**config.mk**
```make
export PLATFORM = sky130hd
export DESIGN_NAME = circular_deque_flat
export DESIGN_NICKNAME = d
export VERILOG_FILES = /design/src/rtl/core/cdq_pkg.sv /design/src/rtl/core/cdq_ifs.sv /design/src/rtl/core/circular_deque.sv /design/src/rtl/core/cdq_cell.sv /design/src/flat_wrapper.sv
export SDC_FILE = /design/constraint.sdc
export NUM_CORES = 1
export LEC_CHECK = 0
export ABC_AREA = 1
export ABC_CLOCK_PERIOD_IN_PS = 9500
export BUFFER_PORTS_ARGS = -buffer_cell sky130_fd_sc_hd__buf_2
export CAP_MARGIN = 20
export CELL_PAD_IN_SITES_DETAIL_PLACEMENT = 1
export CELL_PAD_IN_SITES_GLOBAL_PLACEMENT = 2
export CORE_MARGIN = 3
export CORE_UTILIZATION = 38
export DETAILED_ROUTE_END_ITERATION = 8
export PLACE_DENSITY = 0.83
export SYNTH_ARGS = -nofsm -noshare
export SYNTH_HDL_FRONTEND = slang
export SYNTH_HIERARCHICAL = 1
export SYNTH_SLANG_ARGS = --single-unit
```
**constraint.sdc**
```tcl
create_clock -name clk -period 9.5 [get_ports clk]
set_clock_uncertainty 0.2 [all_clocks]
set_input_delay 1.9 -clock clk [delete_from_list [all_inputs] [get_ports clk]]
set_output_delay 1.9 -clock clk [all_outputs]
set_load 0.03 [all_outputs]
```
**src/rtl/core/cdq_pkg.sv**
```systemverilog
// cdq_pkg: sizes, command and status codes and the cell control struct
// for the circular deque. No dependencies.
`default_nettype none

package cdq_pkg;

  localparam int DEPTH     = 16;
  localparam int NUM_CELLS = DEPTH - 1;
  localparam int BYTE_W    = 8;
  localparam int CMD_W     = 3;
  localparam int STAT_W    = 2;

  typedef enum logic [CMD_W-1:0] {
    CMD_PUSH_FRONT = 3'd0,
    CMD_PUSH_REAR  = 3'd1,
    CMD_POP_FRONT  = 3'd2,
    CMD_POP_REAR   = 3'd3,
    CMD_PEEK_FRONT = 3'd4
  } cmd_t;

  typedef enum logic [STAT_W-1:0] {
    ST_DONE  = 2'd0,
    ST_FULL  = 2'd1,
    ST_EMPTY = 2'd2
  } status_t;

  // per-cycle shift/update controls broadcast to every cell
  typedef struct packed {
    logic push_front;
    logic push_rear;
    logic pop_front;
    logic pop_rear;
  } cdq_ctl_t;

endpackage

`default_nettype wire

```
**src/rtl/core/cdq_ifs.sv**
```systemverilog
// cdq_in_if / cdq_out_if: request and result channels (valid/ready)
// depends on cdq_pkg
`default_nettype none

interface cdq_in_if import cdq_pkg::*; ();
  logic              valid;
  logic              ready;
  logic [CMD_W-1:0]  cmd;
  logic [BYTE_W-1:0] push_byte;

  modport source (output valid, output cmd, output push_byte, input ready);
  modport sink   (input valid, input cmd, input push_byte, output ready);
endinterface

interface cdq_out_if import cdq_pkg::*; ();
  logic              valid;
  logic              ready;
  logic [BYTE_W-1:0] out_byte;
  logic [STAT_W-1:0] status;
  logic              now_empty;
  logic              now_full;

  modport source (output valid, output out_byte, output status,
                  output now_empty, output now_full, input ready);
  modport sink   (input valid, input out_byte, input status,
                  input now_empty, input now_full, output ready);
endinterface

`default_nettype wire

```
**src/rtl/core/circular_deque.sv**
```systemverilog
// circular_deque: byte deque of DEPTH-1 entries built as a row of shifting cells
// latency: a result is valid in the cycle after its request is accepted
// throughput: one request per cycle while results are taken; the result register frees as it is taken
// each request is one shift or one cell write along the row of cdq_cell
// reset clears every occupied flag and the result valid; stored bytes are kept
// depends on cdq_pkg, cdq_ifs, cdq_cell
`default_nettype none

module circular_deque import cdq_pkg::*; (
  input  wire logic  clk,
  input  wire logic  rst_n,
  cdq_in_if.sink     in_ch,
  cdq_out_if.source  out_ch
);

  // the row: cell 0 holds the front byte, occupied cells form one run from 0
  logic [BYTE_W-1:0] cell_byte [NUM_CELLS];
  logic [NUM_CELLS-1:0] occ;
  logic [NUM_CELLS:0]   occ_hi;   // occ with a free cell past the end
  logic [NUM_CELLS:0]   occ_lo;   // occ with an occupied cell before the start

  assign occ_hi = {1'b0, occ};
  assign occ_lo = {occ, 1'b1};

  logic q_empty, q_full;
  assign q_empty = !occ[0];
  assign q_full  = occ[NUM_CELLS-1];

  // request handshake; the result register parts the two sides
  logic out_valid_r;
  logic req_acc;
  assign in_ch.ready = !out_valid_r || out_ch.ready;
  assign req_acc     = in_ch.valid && in_ch.ready;

  // byte held by the last occupied cell, picked by its one-hot marker
  logic [BYTE_W-1:0] rear_byte;
  always_comb begin
    rear_byte = '0;
    for (int i = 0; i < NUM_CELLS; i++) begin
      rear_byte = rear_byte | (cell_byte[i] & {BYTE_W{occ[i] && !occ_hi[i+1]}});
    end
  end

  // decode the request against the current fill
  cdq_ctl_t          ctl;
  logic [BYTE_W-1:0] res_byte;
  status_t           res_status;
  logic              res_empty, res_full;

  always_comb begin
    ctl        = '0;
    res_byte   = '0;
    res_status = ST_DONE;
    res_empty  = q_empty;
    res_full   = q_full;
    case (in_ch.cmd)
      CMD_PUSH_FRONT, CMD_PUSH_REAR: begin
        if (q_full) begin
          res_status = ST_FULL;
        end else begin
          ctl.push_front = (in_ch.cmd == CMD_PUSH_FRONT);
          ctl.push_rear  = (in_ch.cmd == CMD_PUSH_REAR);
          res_empty      = 1'b0;
          // full afterwards when all but the last cell were taken
          res_full       = occ_lo[NUM_CELLS-1];
        end
      end
      CMD_POP_FRONT, CMD_POP_REAR: begin
        if (q_empty) begin
          res_status = ST_EMPTY;
        end else begin
          ctl.pop_front = (in_ch.cmd == CMD_POP_FRONT);
          ctl.pop_rear  = (in_ch.cmd == CMD_POP_REAR);
          res_byte      = (in_ch.cmd == CMD_POP_FRONT) ? cell_byte[0] : rear_byte;
          // empty afterwards when only one byte was held
          res_empty     = !occ_hi[1];
          res_full      = 1'b0;
        end
      end
      CMD_PEEK_FRONT: begin
        if (q_empty) begin
          res_status = ST_EMPTY;
        end else begin
          res_byte = cell_byte[0];
        end
      end
      default: begin
        // unused command: no change, flags report the current fill
      end
    endcase
    if (!req_acc) begin
      ctl = '0;
    end
  end

  // the row of cells, each shifting with its neighbors
  for (genvar g = 0; g < NUM_CELLS; g++) begin : g_cell
    logic [BYTE_W-1:0] left_byte, right_byte;
    logic              left_occ, right_occ;

    if (g == 0) begin : g_head
      assign left_byte = in_ch.push_byte;
      assign left_occ  = 1'b1;
    end else begin : g_mid
      assign left_byte = cell_byte[g-1];
      assign left_occ  = occ[g-1];
    end

    if (g == NUM_CELLS - 1) begin : g_tail
      assign right_byte = '0;
      assign right_occ  = 1'b0;
    end else begin : g_body
      assign right_byte = cell_byte[g+1];
      assign right_occ  = occ[g+1];
    end

    cdq_cell u_cell (
      .clk        (clk),
      .rst_n      (rst_n),
      .ctl        (ctl),
      .push_byte  (in_ch.push_byte),
      .left_byte  (left_byte),
      .left_occ   (left_occ),
      .right_byte (right_byte),
      .right_occ  (right_occ),
      .byte_q     (cell_byte[g]),
      .occ_q      (occ[g])
    );
  end

  // result register
  logic [BYTE_W-1:0] out_byte_r;
  status_t           out_status_r;
  logic              out_empty_r, out_full_r;

  always_ff @(posedge clk) begin
    if (!rst_n) begin
      out_valid_r <= 1'b0;
    end else if (req_acc) begin
      out_valid_r <= 1'b1;
    end else if (out_ch.ready) begin
      out_valid_r <= 1'b0;
    end
    if (req_acc) begin
      out_byte_r   <= res_byte;
      out_status_r <= res_status;
      out_empty_r  <= res_empty;
      out_full_r   <= res_full;
    end
  end

  assign out_ch.valid     = out_valid_r;
  assign out_ch.out_byte  = out_byte_r;
  assign out_ch.status    = out_status_r;
  assign out_ch.now_empty = out_empty_r;
  assign out_ch.now_full  = out_full_r;

endmodule

`default_nettype wire

```
**src/rtl/core/cdq_cell.sv**
```systemverilog
// cdq_cell: one deque position, a byte and an occupied flag
// depends on cdq_pkg; neighbors are wired up by circular_deque
`default_nettype none

module cdq_cell import cdq_pkg::*; (
  input  wire logic              clk,
  input  wire logic              rst_n,
  input  wire cdq_ctl_t          ctl,
  input  wire logic [BYTE_W-1:0] push_byte,
  input  wire logic [BYTE_W-1:0] left_byte,
  input  wire logic              left_occ,
  input  wire logic [BYTE_W-1:0] right_byte,
  input  wire logic              right_occ,
  output logic [BYTE_W-1:0]      byte_q,
  output logic                   occ_q
);

  logic [BYTE_W-1:0] byte_r, byte_nxt;
  logic              occ_r, occ_nxt;

  always_comb begin
    byte_nxt = byte_r;
    occ_nxt  = occ_r;
    if (ctl.push_front) begin
      byte_nxt = left_byte;
      occ_nxt  = left_occ;
    end else if (ctl.push_rear) begin
      // first free cell after the occupied run
      if (!occ_r && left_occ) begin
        byte_nxt = push_byte;
        occ_nxt  = 1'b1;
      end
    end else if (ctl.pop_front) begin
      byte_nxt = right_byte;
      occ_nxt  = right_occ;
    end else if (ctl.pop_rear) begin
      if (occ_r && !right_occ) begin
        occ_nxt = 1'b0;
      end
    end
  end

  always_ff @(posedge clk) begin
    if (!rst_n) begin
      occ_r <= 1'b0;
    end else begin
      occ_r <= occ_nxt;
    end
    byte_r <= byte_nxt;
  end

  assign byte_q = byte_r;
  assign occ_q  = occ_r;

endmodule

`default_nettype wire

```
**src/flat_wrapper.sv**
```systemverilog
// flat-port wrapper written by rule: the top's interface ports become plain ports
module circular_deque_flat import cdq_pkg::*;
  (clk, rst_n, in_ch_valid, in_ch_cmd, in_ch_push_byte, in_ch_ready, out_ch_valid, out_ch_out_byte, out_ch_status, out_ch_now_empty, out_ch_now_full, out_ch_ready);
  cdq_in_if in_ch_i ();
  cdq_out_if out_ch_i ();
  input  wire logic clk;
  input  wire logic rst_n;
  input wire logic [$bits(in_ch_i.valid)-1:0] in_ch_valid;
  input wire logic [$bits(in_ch_i.cmd)-1:0] in_ch_cmd;
  input wire logic [$bits(in_ch_i.push_byte)-1:0] in_ch_push_byte;
  output wire logic [$bits(in_ch_i.ready)-1:0] in_ch_ready;
  output wire logic [$bits(out_ch_i.valid)-1:0] out_ch_valid;
  output wire logic [$bits(out_ch_i.out_byte)-1:0] out_ch_out_byte;
  output wire logic [$bits(out_ch_i.status)-1:0] out_ch_status;
  output wire logic [$bits(out_ch_i.now_empty)-1:0] out_ch_now_empty;
  output wire logic [$bits(out_ch_i.now_full)-1:0] out_ch_now_full;
  input wire logic [$bits(out_ch_i.ready)-1:0] out_ch_ready;
  assign in_ch_i.valid = in_ch_valid;
  assign in_ch_i.cmd = in_ch_cmd;
  assign in_ch_i.push_byte = in_ch_push_byte;
  assign in_ch_ready = in_ch_i.ready;
  assign out_ch_valid = out_ch_i.valid;
  assign out_ch_out_byte = out_ch_i.out_byte;
  assign out_ch_status = out_ch_i.status;
  assign out_ch_now_empty = out_ch_i.now_empty;
  assign out_ch_now_full = out_ch_i.now_full;
  assign out_ch_i.ready = out_ch_ready;
  circular_deque u_core (.clk(clk), .rst_n(rst_n), .in_ch(in_ch_i), .out_ch(out_ch_i));
endmodule
```
## Yosys cells after proc, flatten, opt, wreduce, memory -nomap -nowiden

Cells that the tools add are included.

- Register bits: 148
- Latch bits: 0
- Memory bits (writable): 0
- Memory bits (read-only): 0
- Input bits: 15
- Logic and storage cells: 334
- Memories: 0

- $add $sub $neg: 0
- $mul: 0
- Divide/modulo/power cells: 0
- Order comparisons: 0
- Equal/unequal tests: 19
- Shifts and indexed selects: 0
- Multiplexer cells: 168
- Bitwise logic cells: 29
- Reductions and logical operators: 83

Operator list:

| operator | number |
|---|---|
| 8-bit 2-to-1 mux | 63 |
| 8-bit bitwise AND | 15 |
| 8-bit OR | 14 |
| 1-bit 2-to-1 mux | 95 |
| 4-bit nonzero test | 15 |
| 3-bit by 2-bit inequality test with 1-bit output, second input constant | 15 |
| 3-bit AND reduction | 13 |
| 2-bit AND reduction | 17 |
| 1-bit logical NOT | 16 |
| 8-bit case mux with 2 select lines | 1 |
| 1-bit logical AND | 15 |
| 2-bit 2-to-1 mux | 5 |
| 3-bit by 2-bit equality test with 1-bit output, second input constant | 2 |
| 4-bit 2-to-1 mux | 1 |
| 1-bit case mux with 2 select lines | 2 |
| 2-bit case mux with 2 select lines | 1 |
| 2-bit OR reduction | 2 |
| 3-bit by 1-bit equality test with 1-bit output, second input constant | 1 |
| 3-bit equality test, second input constant | 1 |
| 3-bit logical NOT | 1 |
| 3-bit nonzero test | 1 |
| 3-bit OR reduction | 1 |
| 2-bit nonzero test | 1 |
| 1-bit logical OR | 1 |

## Depth between registers and ports, before layout

- Depth after elaboration: 20
- Depth in mapped cells: 11
- Depth with buffers taken out: 11

## Modules after synthesis

Netlist, hierarchy kept.

By module, submodules not included:

| module | times used | cells each | area each (um2) | seq. area each (um2) |
|---|---|---|---|---|
| cdq_cell | 15 | 66 | 538.0 | 260.2 |
| circular_deque | 1 | 344 | 1880.6 | 380.4 |

## Least setup slack after synthesis

No wires, ideal clock.

- Path kind: input to register
- Start: input port out_ch_ready
- End: register u_core.g_cell[0].u_cell.byte_r[0] (enable)
- Arrival: 8122 ps
- Slack: 854 ps
- Stages: 8
- Path buffers: 0
- Cells stage by stage: inv_1 nand2_1 nand2_1 nor3_1 nor2_1 nand2_2 nand2_2 inv_1

RTL lines:

| what | RTL line | text |
|---|---|---|
| from (decl) | flat_wrapper.sv:17 | `input wire logic [$bits(out_ch_i.ready)-1:0] out_ch_ready;` |
| to (signal assigned) | cdq_cell.sv:49 | `byte_r <= byte_nxt;` |
| to (decl) | cdq_cell.sv:18 | `logic [BYTE_W-1:0] byte_r, byte_nxt;` |

==> flow_summary.yaml <==
run_status:
  status: "complete, no violations"
synthesis:
  yosysWarnings: 6
  ys_seq_elements: 148
  synth_top_area_cell: "edfxtp_1"
  synth.cell_area_mm2: 0.00995
  synth_cells: 1334
  avgSynthCellArea_um2: 7.46
  synth_top_cell_area_share: 0.398
  synth.distinct_cells: 22
  synth.top_cells.by_area: "edfxtp_1 40%, nand2_1 19%, nand3_1 12%, nand2_2 4.8%, nor2_1 4.2%"
  seq_area_frac_synth: 0.431
detailed_routing:
  drc: 0
  drt-initial-drc-count: 835
  vias_per_cell: 5.32
  ant_nets: 0
  wirelength_mm: 35.1
  wl_per_cell_um: 20.5
  vias: 9115
  first_pass_iters: 5
finish:
  antennaDiodeCount: 0
  finalNonFillerCells: 1712
  fin_nets: 1384
  drive_above_1_share: 0.188
  area_growth_pct: 9.66
  final_core_util: 0.428
power:
  powerDensity_mw_per_mm2: 158
  swShare: 0.295
  ir_drop_mv: 0.110
  seqPwrFrac: 0.462
  p_sw_mw: 0.507
  power_frac_clock: 0.406
  p_leak_nw: 4.69
  internal_power_mw: 1.21
  power_frac_comb: 0.132
floorplanning:
  die_area_mm2: 0.0282
  start_util: 0.391
  die_y_um: 168
  io_pins: 29
  row_count: 58
  die-width_um: 168
  coreArea_mm2: 0.0255
worst_setup_path:
  worst-path-max-fanout: 64
  critPathCapture: "u_core/g_cell[10].u_cell/byte_q[7]"
  r2r_start: "u_core/g_cell[14].u_cell/occ_q"
  critPathKind: "primary input to flop"
  end_kind: "flop"
  crit_chain: "buf_2 -> inv_1 -> nand3_1 -> nor3_2 -> buf_4 -> buf_4 -> nor2_4 -> nand2_4 -> nand2_2 -> inv_1"
  slowest_delay_ns: 0.80
  cp-start-kind: "primary input"
  r2r_end: "u_core/g_cell[10].u_cell/byte_q[7]"
  r2r_slack_ns: 5.83
  cp_data_required_time_ns: 9.39
  worstPathArrival_ns: 4.48
  startpoint: "in_ch_cmd[2]"
  cpMaxStageDelayCell: "buf_4"
  reg2reg_depth: 9
sta:
  period_needed_ns: 4.59
  fin_setup_tns_ns: 0
  hold_violations: 0
  rsz0062_at_grt: "false"
  slew_violations: 0
  worst_pin_slew_ns: 1.02
  period_share: 0.483
  relSlewSlack: 0.319
  finalSetupViolCount: 0
  fmax_mhz: 218
worst_hold_path:
  hold_class: "flop to flop"
  holdPathStages: 2
  worstHoldStart: "u_core/out_ch.valid"
grt:
  antenna_found_initial: 0
  grt_max_degree: 68
  grt_pass1_wl_mm: 54.5
  grt.total_usage: 0.251
  grt-ovfl-total: 0
  grt_pass1_vias: 9261
clock_network:
  cts_resized: 0
  cts_root_buffer: "clkbuf_16"
  cts_sinks: 148
  cts_buffers: 17
  cts_setup_buffers: 0
  cts_tree: "yes"
  ctsHoldBuffers: 0
  clockBufferDepth: 2
  clkLatencyLatePin_ns: 0.44
  path_clk_slew_ns: 0.06
  cts_max_level: 4
placed_design:
  dpl.cell_count: 1680
  io_buffers: 28
  dp_hpwl_mm: 25.1
  gp_congestion: 0.846
flow_run:
  max_cap_violations: 0
==> logic make-up after synthesis <==
family | share of synthesized area
other | 0.000755
flip-flops | 0.431
AND/OR/NAND/NOR | 0.488
AO/OA/AOI/OAI | 0.0138
buffers and inverters | 0.0665
==> synthesized netlist by cell type <==
library cell  count
nand3_4           1
a21oi_1          16
o21ai_1           8
inv_2            37
dfxtp_1          16
buf_6            21
buf_4             8
edfxtp_1        132
inv_1            59
nand3_1         247
conb_1            2
o21ai_0           2
nor2_4           30
nand2_1         516
a21boi_0          1
nor3_1            4
nor2_2           16
nor2_1          111
nand3_2          15
nand2_4          15
nand2_2          76
buf_2             1
==> cell usage in the layout, fill, tap and decap left out <==
cell	n
clkinv_4	4
a21boi_0	1
inv_2	37
nand2_2	76
inv_1	59
nand3_1	247
dfxtp_1	16
o21ai_1	8
buf_4	8
nand2_4	15
a21oi_1	16
nand2_1	516
nand3_4	1
clkbuf_16	17
conb_1	12
bufinv_16	2
nand3_2	15
inv_6	4
clkbuf_1	2
nor2_1	111
buf_2	28
edfxtp_1	132
nor2_2	16
clkinvlp_4	2
nor3_2	4
o21ai_0	2
nor2_4	30
clkbuf_8	1
==> final cells by class <==
class	instances	area [µm²]
Timing Repair Buffer	36	200
Clock inverter	12	145
Tap cell	330	413
Sequential cell	148	4280
Multi-Input combinational cell	1070	5060
Fill cell	3205	14600
Clock buffer	20	447
Inverter	96	360
==> stage by stage <==
step	worst slack (ns)	power [mW]	hold WS [ns]	instance area (µm²)
floorplan	0.854	0.955	0.337	9990
global placement	4.61	1.03	0.316	10300
detailed placement	4.48	1.03	0.324	10300
CTS	4.93	1.73	0.334	10900
global route	4.69	1.79	0.395	10900
finish	4.91	1.72	0.329	10900
==> worst max-delay path, delay by kind of cell <==
family        cells  cell delay [ns]
buf+inv           5             1.81
simple gates      5             0.71
==> power by group through the flow <==
stage / logic (mW) / registers [mW] / clock network (mW)
floorplan: 0.172 / 0.783 / 0
global placement: 0.221 / 0.808 / 0
detailed placement: 0.226 / 0.808 / 0
CTS: 0.227 / 0.794 / 0.709
global route: 0.254 / 0.798 / 0.736
finish: 0.227 / 0.794 / 0.699
==> layer usage <==
metal,global-route usage,up-vias,part of all wire
met5,0,-,0
met4,0.0672,0,0.018
met3,0.0296,43,0.047
met2,0.426,248,0.48
met1,0.341,4415,0.45
li1,-,4409,-
==> how the worst min path moves through the flow <==
stage                                               endpoint  slack [ns]
after CTS                                u_core/out_ch.valid        0.33
final                                    u_core/out_ch.valid        0.33
after floorplan           u_core/g_cell[13].u_cell/byte_q[5]        0.34
after detailed placement                 u_core/out_ch.valid        0.32
after global placement                   u_core/out_ch.valid        0.32
after global routing                     u_core/out_ch.valid        0.39
==> flip-flops by register name (all words and copies together), names as in the netlist <==
| name | flops |
|---|---|
| u_core/g_cell.u_cell/byte_q | 120 |
| u_core/out_ch.out_byte | 8 |
| u_core/out_ch.status | 2 |
| u_core/out_ch.valid | 1 |
| u_core/g_cell.u_cell/occ_q | 15 |
| u_core/out_ch.now_full | 1 |
| u_core/out_ch.now_empty | 1 |
Power figures use the tool's default switching activity.
